[src/rtl/core/lmsf_ram.sv]
`default_nettype none

module lmsf_ram #(
	parameter int WIDTH = 32,
	parameter int DEPTH = 32,
	parameter int AW    = 5
) (
	input  logic             clk,
	input  logic             we,
	input  logic [AW-1:0]    wa,
	input  logic [WIDTH-1:0] wd,
	input  logic [AW-1:0]    ra,
	output logic [WIDTH-1:0] rd
);

	logic [WIDTH-1:0] mem_q [DEPTH];

	always_ff @(posedge clk) begin
		if (we) begin
			mem_q[wa] <= wd;
		end
		rd <= mem_q[ra];
	end

endmodule

`default_nettype wire

[config.mk]
export PLATFORM = sky130hd
export DESIGN_NAME = lmsf_ram
export DESIGN_NICKNAME = d
export VERILOG_FILES = /design/src/rtl/core/lmsf_ram.sv
export SDC_FILE = /design/constraint.sdc
export NUM_CORES = 1
export LEC_CHECK = 0
export BUFFER_PORTS_ARGS = -buffer_cell sky130_fd_sc_hd__buf_2
export CAP_MARGIN = 20
export CORE_MARGIN = 2
export CORE_UTILIZATION = 55
export CTS_CLUSTER_SIZE = 28
export DETAILED_ROUTE_END_ITERATION = 12
export MAX_ROUTING_LAYER = met4
export PLACE_DENSITY = 0.71
export SYNTH_ARGS = -nofsm -noshare
export SYNTH_HDL_FRONTEND = slang
export SYNTH_SLANG_ARGS = --single-unit
[constraint.sdc]
create_clock -name clk -period 3.53 [get_ports clk]
set_clock_uncertainty 0.15 [all_clocks]
set_input_delay 0.706 -clock clk [delete_from_list [all_inputs] [get_ports clk]]
set_output_delay 0.706 -clock clk [all_outputs]
set_load 0.01 [all_outputs]
==> results summary <==
At the worst endpoint, the required time is ~2700 ps. The floorplan die width is between 200 and 300 um. In the final design database the tool counted 2452 nets. The clock drives around 1100 sinks. The first detailed-routing pass ran for 5 iterations. The insertion delay to the later sink of the worst-skew pair is 660 ps.

The root buffer cell chosen for the clock tree is clkbuf_16. The total grt overflow is 0. After synthesis, flip-flops and latches occupy between 70% and 80% of the total area. The post-synthesis net count is between 2000 and 2500. After floorplanning, the core was divided into just under 100 placement rows. The worst-case clock buffer depth is 3. The compound-gate portion of the synthesized area is a little under 5%.

Sorting the synthesized cells by how often they occur yields 1024 x edfxtp_1, 512 x mux2i_1, 98 x nand2_1, 98 x nand3_1. In this run the worst hold path is classified as input pin to flip-flop. The xor and xnor area share after synthesis came out at 0%.

The synthesized design spends more area on one cell type than any other, namely edfxtp_1. The flow ran to the end, and the final reports show no timing, DRC or antenna violations. The number of antenna violations at the first check in global routing came to 6.

The most common cell in the synthesized netlist is edfxtp_1. The number of buffer cells added on primary ports came out at 75. The total track usage came out at 25.8%.

The cell area after placement came out at 42800 um^2. Of all flip-flops after synthesis, the portion carrying an async set or reset was 0%. The flip-flop and latch area came out at around 31000 um^2.

In the post-synthesis netlist, the biggest area contributors are edfxtp_1 76%, mux2i_1 13%, a22oi_1 1.8%, dfxtp_1 1.6%, a22o_1 1.4%. The placeable core region came out at ~73000 um^2. The peak supply drop came out at approximately 0.48 mV. The signal on the critical path passes through buf_2.

The type of the worst setup path is flip-flop to primary output. In the routed layout, each cell is associated on average with a via count of about 6.2. The master of the slowest instance on the critical path is dfxtp_1.

The portion of the clock cycle consumed by the worst path in the final layout came out at a little over three fifths. Synthesis produced a netlist whose cell count is approximately 2300. The sum of negative setup slack came out at 0 ps. In this run the mean area of a mapped cell was 17.9 um^2. For this design the static power due to leakage is approximately 16 nW. The layout filler cell count is 4913. The vertical die dimension is ~280 um. The cell area after synthesis is around 40000 um^2. For this block, the initial DRC count from the detailed router was roughly 2200. The number of CTS-inserted buffers is 100.

The clock-pin transition on the worst setup and hold timing paths is around 60 ps. The capturing element type of the critical path is a primary output. Summing the areas of all fa, ha and maj instances in the mapped netlist gives 0% of the synthesized area. Summing all non-filler instances in the final layout gives an area of between 40000 and 50000 um^2. The relative area change from synthesis to final layout is 14.0%. The area of the multi-input gates came out at 8610 um^2. The number of hold buffers added after CTS is 0.

The number of pins with negative max-slew slack in the final report is 0. The number of vias after detailed routing came out at 21287. The number of global-route vias before repair was about 21000. The aggregate routed wire length is roughly 94 mm. The H-tree was split into 3 levels. The fraction of layout instances using a drive strength above 1 came out at ~15%. The sum of buffers and inverters on the critical path came out at 1. The critical path's largest stage delay came out at 510 ps. The clock tree from TritonCTS is built.

In the synthesized netlist the dominant register cell turns out to be edfxtp_1. The placed wire-length estimate after detailed placement is 50.8 mm. The first global-routing pass estimated approximately 140 mm of wire. Data arrives at the worst endpoint at roughly 1400 ps.

Setup repair after global routing left no endpoint under its margin. The final count of negative-setup-slack endpoints is 0. STA classifies the critical path startpoint as a flip-flop. In the synthesized netlist, mux cells make up about an eighth of the area.

The buffer count from post-CTS setup fixing is 0. For the pin with the worst max-slew slack, the measured transition is slightly above 800 ps. Across the run, the number of max-cap violations was 0. The area of the die is approximately 76000 um^2. In this design, the largest share of critical-path delay is due to flip-flops.

The clock period could shrink to 2230 ps. In this run, post-CTS repair resized a total of 0 instances. In this run, synthesis inferred 1024 flip-flops with an integrated enable. Measured against its own limit, the worst slew margin works out to between 40 and 50%. The pin count of the biggest net entering global routing came out at 84. The number of hold violations in the final report was 0. The wire length per cell after detailed routing came out at ~27 um.

The count of different cell masters after synthesis is 25. The DRC violation count after routing came out at 0. Along the worst path, the maximum fanout reaches 1. Synthesis inferred 1056 register bits. The count of nets left with antenna violations once routing finished came out at 0. The initial core utilization came out at around 55%.

Derived from the worst setup path, the maximum achievable clock frequency is roughly 450 MHz. The post-synthesis share of cell area spent on and, or, nand and nor gates is under 10%. The share of the synthesized area in the top cell type is roughly three quarters. The placer's final routability congestion estimate is a little over 0.8. The final hold slack came out at 385 ps. After synthesis, the largest family of logic cells by area is multiplexers. The number of warnings printed during yosys synthesis came out at 0. The power density over cell area is about 570 nW/um^2. The I/O pin count came out at 76.
## final cells by class
| cell class | count | area share [%] |
|---|---|---|
| Tap cell | 959 | 2.60 |
| Antenna cell | 4 | 0.0217 |
| Clock buffer | 134 | 5.92 |
| Clock inverter | 54 | 1.40 |
| Timing Repair Buffer | 173 | 3.40 |
| Multi-Input combinational cell | 1077 | 18.7 |
| Sequential cell | 1056 | 68.0 |
## layer usage
metal	GRT usage (%)	up-vias	routed length, um
li1	-	9289	-
met1	34.6	11021	38500
met2	41.7	836	46600
met3	3.35	141	6720
met4	8.02	0	2350
met5	-	-	0
## cell families (layout without fill, tap and decap cells)
| group | after synthesis | in the layout |
|---|---|---|
| flops | 1056 | 1056 |
| mux | 512 | 512 |
| compound gates | 288 | 288 |
| simple gates | 277 | 277 |
| buf+inv | 127 | 361 |
| other cells | 0 | 4 |
## sequential cells by signal (all words and copies together) (netlist names)
| signal | flops |
|---|---|
| rd | 32 |
| mem_q | 1024 |
## path summary, 6_finish.rpt
| kind | from | endpoint | slack (ps) | depth (start not counted) |
|---|---|---|---|---|
| setup / recovery | rd[14]$_DFF_P_ | rd[14] | 1300 | 1 |
| hold / removal | wd[1] | mem_q[26][1]$_DFFE_PP_ | 380 | 1 |
| hold reg to reg | mem_q[16][12]$_DFFE_PP_ | rd[12]$_DFF_P_ | 440 | 4 |
| setup reg to reg | mem_q[1][16]$_DFFE_PP_ | rd[16]$_DFF_P_ | 1960 | 5 |
## through the flow
step | util, % | power, mW | std cells | worst slack (ps)
floorplan | - | 15.0 | 2260 | 240
global placement | 58.6 | 15.6 | 3265 | 790
detailed placement | 58.6 | 15.6 | 3265 | 787
CTS | 63.2 | 26.4 | 3453 | 1250
global route | 63.3 | 27.0 | 3457 | 1260
finish | 63.3 | 26.2 | 3457 | 1300
## placed cells by master, fill, tap and decap left out, types with 10 or more instances in the layout
master | Yosys | final
edfxtp_1 | 1024 | 1024
mux2i_1 | 512 | 512
clkbuf_16 | 0 | 100
nand3_1 | 98 | 98
nand2_1 | 98 | 97
a22oi_1 | 96 | 96
a21oi_1 | 96 | 96
buf_2 | 26 | 74
a22o_1 | 64 | 64
buf_4 | 33 | 62
buf_12 | 0 | 36
nor2_4 | 0 | 33
nor3_1 | 32 | 32
a31oi_1 | 32 | 32
dfxtp_1 | 32 | 32
clkbuf_1 | 46 | 24
clkinv_2 | 0 | 14
clkinv_1 | 0 | 14
bufinv_16 | 0 | 12
clkbuf_8 | 0 | 10
## where the power goes
part / total [mW] / internal, mW / switching [mW]
registers: 14.0 / 13.9 / 0.0743
logic: 1.32 / 0.457 / 0.866
clock network: 10.9 / 6.35 / 4.56
total: 26.2 / 20.7 / 5.50
Note: power is estimated with default switching activity, not from simulation.
