`config.mk`:
```
export PLATFORM = sky130hd
export DESIGN_NAME = lmsf_dp
export DESIGN_NICKNAME = d
export VERILOG_FILES = /design/src/rtl/core/lmsf_pkg.sv /design/src/rtl/core/lmsf_dp.sv
export SDC_FILE = /design/constraint.sdc
export NUM_CORES = 2
export LEC_CHECK = 0
export BUFFER_PORTS_ARGS = -buffer_cell sky130_fd_sc_hd__clkbuf_2
export CAP_MARGIN = 15
export CORE_ASPECT_RATIO = 1.4
export CORE_MARGIN = 1
export CORE_UTILIZATION = 50
export CTS_CLUSTER_SIZE = 28
export DETAILED_ROUTE_END_ITERATION = 12
export HOLD_SLACK_MARGIN = 0.1
export PLACE_DENSITY = 0.74
export SLEW_MARGIN = 20
export SYNTH_ARGS = -nofsm -noshare
export SYNTH_HDL_FRONTEND = slang
export SYNTH_SLANG_ARGS = --single-unit
```
`constraint.sdc`:
```
create_clock -name clk -period 20.1 [get_ports clk]
set_input_delay 2.01 -clock clk [delete_from_list [all_inputs] [get_ports clk]]
set_output_delay 2.01 -clock clk [all_outputs]
set_load 0.02 [all_outputs]
```
`src/rtl/core/lmsf_pkg.sv`:
```
`default_nettype none

package lmsf_pkg;

	localparam int MAX_TAPS_DEF    = 32;
	localparam int SAMPLE_BITS_DEF = 16;

	localparam int STEP_W    = 16;
	localparam int TAPS_W    = 6;
	localparam int CFG_W     = 16;
	localparam int CFG_IDX_W = 1;
	localparam int W_BITS    = 32;
	localparam int W_FRAC    = 30;

	localparam logic [CFG_IDX_W-1:0] REG_STEP_SIZE   = 1'b0;
	localparam logic [CFG_IDX_W-1:0] REG_ACTIVE_TAPS = 1'b1;

	localparam logic [STEP_W-1:0] STEP_RESET = 16'd328;
	localparam logic [TAPS_W-1:0] TAPS_RESET = 6'd8;

	// sequencer to datapath strobes
	typedef struct packed {
		logic acc_clr;
		logic dot_s1;
		logic upd_s1;
		logic round_go;
		logic err_go;
		logic warm;
		logic mu_go;
	} lmsf_ctl_t;

endpackage

`default_nettype wire

```
`src/rtl/core/lmsf_dp.sv`:
```
`default_nettype none

module lmsf_dp #(
	parameter int SAMPLE_BITS = 16,
	parameter int MAX_TAPS    = 32,
	parameter int IDX_W       = 5
) (
	input  logic                              clk,
	input  logic                              arst_n,
	input  lmsf_pkg::lmsf_ctl_t               ctl,
	input  logic [lmsf_pkg::W_BITS-1:0]       w_rd,
	input  logic                              w_ok,
	input  logic [SAMPLE_BITS-1:0]            h_rd,
	input  logic [IDX_W-1:0]                  rd_addr,
	input  logic signed [SAMPLE_BITS-1:0]     desired,
	input  logic [lmsf_pkg::STEP_W-1:0]       step,
	output logic                              w_we,
	output logic [IDX_W-1:0]                  w_wa,
	output logic [lmsf_pkg::W_BITS-1:0]       w_wd,
	output logic signed [SAMPLE_BITS-1:0]     y,
	output logic signed [SAMPLE_BITS:0]       e,
	output logic                              busy
);

	import lmsf_pkg::*;

	localparam int CL        = $clog2(MAX_TAPS);
	localparam int PROD_W    = W_BITS + SAMPLE_BITS;
	localparam int ACC_W     = PROD_W + CL + 1;
	localparam int YR_W      = ACC_W - W_FRAC + 1;
	localparam int MU_W      = STEP_W + SAMPLE_BITS + 2;
	localparam int UP_W      = MU_W + SAMPLE_BITS;
	localparam int UPD_SHIFT = 2 * SAMPLE_BITS - 17;
	localparam int RSH       = (UPD_SHIFT > 0) ? UPD_SHIFT : 0;
	localparam int LSH       = (UPD_SHIFT < 0) ? -UPD_SHIFT : 0;
	localparam int DL_W      = UP_W + LSH + 1;
	localparam int SUM_W     = DL_W + 1;

	localparam logic signed [ACC_W:0] ACC_RND = (ACC_W+1)'(1) << (W_FRAC - 1);
	localparam logic signed [DL_W-1:0] UPD_RND =
		(RSH > 0) ? (DL_W'(1) << ((RSH > 0) ? RSH - 1 : 0)) : DL_W'(0);

	localparam logic signed [YR_W-1:0]  Y_HI = YR_W'({1'b0, {(SAMPLE_BITS-1){1'b1}}});
	localparam logic signed [YR_W-1:0]  Y_LO = ~Y_HI;
	localparam logic signed [YR_W:0]    E_HI = (YR_W+1)'({1'b0, {SAMPLE_BITS{1'b1}}});
	localparam logic signed [YR_W:0]    E_LO = ~E_HI;
	localparam logic signed [SUM_W-1:0] W_HI = SUM_W'({1'b0, {(W_BITS-1){1'b1}}});
	localparam logic signed [SUM_W-1:0] W_LO = ~W_HI;

	logic signed [W_BITS-1:0]      w_eff;
	logic signed [SAMPLE_BITS-1:0] h_s;

	logic                          dotv_s2, updv_s2, updv_s3;
	logic signed [PROD_W-1:0]      prod_s2;
	logic signed [UP_W-1:0]        uprod_s2;
	logic signed [W_BITS-1:0]      w_s2, w_s3;
	logic [IDX_W-1:0]              a_s2, a_s3;
	logic signed [DL_W-1:0]        delta_s3;

	logic signed [ACC_W-1:0]       acc_q;
	logic signed [YR_W-1:0]        yr_q;
	logic signed [SAMPLE_BITS-1:0] y_q;
	logic signed [SAMPLE_BITS:0]   e_q;
	logic signed [MU_W-1:0]        mu_e_q;

	logic signed [ACC_W:0]         acc_rnd;
	logic signed [YR_W:0]          diff;
	logic signed [DL_W-1:0]        up_ext;
	logic signed [SUM_W-1:0]       w_sum;

	assign w_eff = w_ok ? $signed(w_rd) : '0;
	assign h_s   = $signed(h_rd);

	assign acc_rnd = (ACC_W+1)'(acc_q) + ACC_RND;
	assign diff    = (YR_W+1)'(desired) - (YR_W+1)'(yr_q);
	assign up_ext  = DL_W'(uprod_s2) <<< LSH;
	assign w_sum   = SUM_W'(w_s3) + SUM_W'(delta_s3);

	always_ff @(posedge clk or negedge arst_n) begin
		if (!arst_n) begin
			dotv_s2 <= 1'b0;
			updv_s2 <= 1'b0;
			updv_s3 <= 1'b0;
		end else begin
			dotv_s2 <= ctl.dot_s1;
			updv_s2 <= ctl.upd_s1;
			updv_s3 <= updv_s2;
		end
	end

	always_ff @(posedge clk) begin
		// multiply stage
		prod_s2  <= w_eff * h_s;
		uprod_s2 <= mu_e_q * h_s;
		w_s2     <= w_eff;
		a_s2     <= rd_addr;

		// update: round the correction term
		delta_s3 <= (up_ext + UPD_RND) >>> RSH;
		w_s3     <= w_s2;
		a_s3     <= a_s2;

		if (ctl.acc_clr) begin
			acc_q <= '0;
		end else if (dotv_s2) begin
			acc_q <= acc_q + ACC_W'(prod_s2);
		end

		if (ctl.round_go) begin
			yr_q <= acc_rnd[ACC_W:W_FRAC];
		end

		if (ctl.err_go) begin
			if (ctl.warm) begin
				y_q <= '0;
				e_q <= '0;
			end else begin
				y_q <= (yr_q > Y_HI) ? Y_HI[SAMPLE_BITS-1:0] :
				       (yr_q < Y_LO) ? Y_LO[SAMPLE_BITS-1:0] : yr_q[SAMPLE_BITS-1:0];
				e_q <= (diff > E_HI) ? E_HI[SAMPLE_BITS:0] :
				       (diff < E_LO) ? E_LO[SAMPLE_BITS:0] : diff[SAMPLE_BITS:0];
			end
		end

		if (ctl.mu_go) begin
			mu_e_q <= $signed({1'b0, step}) * e_q;
		end
	end

	assign w_we = updv_s3;
	assign w_wa = a_s3;
	assign w_wd = (w_sum > W_HI) ? W_HI[W_BITS-1:0] :
	              (w_sum < W_LO) ? W_LO[W_BITS-1:0] : w_sum[W_BITS-1:0];

	assign y    = y_q;
	assign e    = e_q;
	assign busy = dotv_s2 | updv_s2 | updv_s3;

endmodule

`default_nettype wire

```
==> results.tsv <==
stage	metric	value	unit
critical_path	Crit Path Class	primary input to flip-flop	
logic_synthesis	Synth Cell Area	61200	um2
routing	Initial DRC Count	2776	
floorplanning	IO Pins	167	
sta	skew final	0.0391	ns
critical_path	Buffers & Inverters on Critical Path	5	
final_layout	Area growth, synth to finish	5.67	%
global_route	largest net degree at the start of global routing	131	
clock_network	clock net sink count	343	
floorplanning	Die W	298	um
final_layout	final non-filler cell total	8383	
critical_path	Worst path max stage delay	0.76	ns
sta	Slew Viols, Final	0	
logic_synthesis	register area share after synthesis	0.127	
place	placed cells	8303	
logic_synthesis	syn_nets	8563	
logic_synthesis	top post-synthesis cells by area	fa_1, ha_1, inv_1	
floorplanning	Core Area	121000	um2
clock_network	clock-pin slew on the worst setup and hold paths	0.06	ns
logic_synthesis	number of synthesis warnings	0	
sta	Slew headroom	0.234	
global_route	all-layer global routing usage	0.272	
global_route	vias in the first global route	50000	
routing	vias post-DR	45800	
clock_network	CTS root buffer	clkbuf_16	
global_route	initial antenna violation count	10	
sta	final period utilization	0.514	
routing	drt pass-1 iters	6	
final_layout	Nets	8520	
critical_path	critical path's most frequent cell	fa_1	
sta	Fmax	0.0967	GHz
floorplanning	die area	124000	um2
sta	post-layout min period	10.34	ns
routing	DRC violations left	0	
logic_synthesis	Post-synth top cells	inv_1, fa_1, nand2_1, ha_1, and2_1	
floorplanning	Std-Cell Rows	151	
routing	routed wire length	162000	um
outcome	status	complete, no violations	
critical_path	Reg2Reg Setup Slack	12.54	ns
final_layout	Register Area	7800	um2
routing	drt wl/cell	19.3	um
place	worst slack at placement	9.42	ns
sta	Post-Route Setup TNS	0	ns
critical_path	Slowest-stage cell, CP	buf_4	
clock_network	Clock Latency Late Sink	0.62	ns
clock_network	cts hold-fix bufs	0	
critical_path	endpoint class of the critical path	flip-flop	
logic_synthesis	Synth Register Bits	343	
clock_network	TritonCTS clock tree	yes	
sta	Final WS setup	9.76	ns
global_route	first-pass GRT wire length	265000	um
clock_network	Setup Buffers After CTS	0	
final_layout	area of the multi-input gates	46600	um2
place	routability cong.	0.955	
clock_network	post-cts sizing count	0	
logic_synthesis	Synth area leader	fa_1	
sta	Least-Margin Pin Slew	1.15	ns
logic_synthesis	Post-synth ARST share	0.00875	
floorplanning	Die Span Y	416	um
critical_path	CP arrival	10.85	ns
logic_synthesis	Post-synth EDFFs	92	
logic_synthesis	cell with the most instances after synthesis	inv_1	
critical_path	Critical Path Source Type	primary input	
logic_synthesis	Syn Inst Count	6784	
logic_synthesis	Most used DFF post-synth	dfxtp_1	
routing	DR vias/cell	5.47	
sta	unrepaired setup endpoints after global routing	false	
critical_path	Critical Path Fanout Max	130	
final_layout	share of layout cells above drive strength 1	0.0458	
clock_network	Bufs on Longest Clock Path	3	
logic_synthesis	average size of a mapped cell	9.03	um2
min_path	HP Class	flip-flop to flip-flop	
sta	setup violators final	0	
critical_path	CP delay by family, top	adder cells	
global_route	total grt overflow	0	
logic_synthesis	post-synth top area share	0.396	
job	Max Cap Viol	0	
floorplanning	Starting Density	0.505	
logic_synthesis	post-synth cell types	81	
place	port bufs	166	
place	DP HPWL	127000	um
clock_network	H-tree Lvls	2	
sta	Final Hold Fails	0	
final_layout	FILL cells	10900	
critical_path	required time of the critical path	20.61	ns
sta	final hold slack	0.326	ns
routing	Antenna Nets Post-Route	0	
clock_network	CTS Buf Count	41	
## worst reg2reg max path, cell delays in order (launching register included)
cell	delay, ns
edfxtp_1	0.66
and2_1	0.32
fa_1	0.53
inv_1	0.05
fa_1	0.47
fa_1	0.52
inv_1	0.05
fa_1	0.51
fa_1	0.53
inv_1	0.06
fa_1	0.51
inv_1	0.05
ha_1	0.33
nand3_1	0.09
a31oi_1	0.50
a21oi_2	0.19
a21oi_2	0.45
a31oi_1	0.29
o21ai_1	0.57
o31ai_1	0.20
o21ba_2	0.25
o21bai_1	0.18
xor2_1	0.17
## per-layer routing
layer  vias up  wire length [um]  GRT usage
met1     22900             60700      0.323
met4         6              9150      0.140
met5         -                39          0
met3       519             11900     0.0468
li1      20600                 -          -
met2      1841             80300      0.470
## layout by cell type, fill, tap and decap left out, drive strengths merged, types with 37 or more instances in the layout
cell type	synthesis	final
o21ai	147	147
and3	241	241
nand3	60	60
nor2	264	264
and2	323	323
nand4	37	37
xnor2	189	189
inv	1533	1537
xor2	85	85
ha	473	473
fa	1211	1211
o21a	41	41
edfxtp	92	92
nand2	877	877
clkbuf	274	215
buf	15	37
a21o	111	111
nand2b	45	45
dfxtp	248	248
a21oi	205	205
## layout make-up
cell class                      count  share of cell area
Tap cell                         1606              0.0311
Sequential cell                   343               0.121
Antenna cell                        6            0.000232
Timing Repair Buffer              203              0.0172
Inverter                         1533              0.0889
Multi-Input combinational cell   4619               0.720
Clock buffer                       49              0.0173
Clock inverter                     24             0.00466
## stage by stage
stage | util | instance area (um2)
final | 0.533 | 64700
after floorplan | - | 61200
after CTS | 0.533 | 64700
after global routing | 0.533 | 64700
after detailed placement | 0.521 | 63200
after global placement | 0.521 | 63200
## kinds of logic after synthesis
group | share of synthesized area
mux | 0.00441
simple gates | 0.151
compound gates | 0.0740
xor+xnor | 0.0392
fa+ha+maj | 0.493
flops | 0.127
buf+inv | 0.112
## state kept, by name, summed over array words and instances, names as in the netlist
register	cells
acc_q	54
prod_s2	48
delta_s3	36
uprod_s2	36
mu_e_q	34
w_s2	32
w_s3	32
yr_q	25
e	17
y	16
a_s2	5
w_wa	5
dotv_s2	1
updv_s2	1
w_we	1
## final timing paths
check	startpoint	to	depth (start not counted)
max in group asynchronous	arst_n	dotv_s2$_DFF_PN0_	1
min in group asynchronous	arst_n	w_we$_DFF_PN0_	1
worst min-delay path	w_s2[14]$_DFF_P_	w_s3[14]$_DFF_P_	0
worst min register to register	w_s2[14]$_DFF_P_	w_s3[14]$_DFF_P_	0
worst max-delay path	w_ok	prod_s2[46]$_DFF_P_	26
worst max register to register	mu_e_q[8]$_DFFE_PP_	uprod_s2[44]$_DFF_P_	22
Power is not shown: default switching activity piles up to over one toggle a cycle in this logic, so the estimate is an artifact.
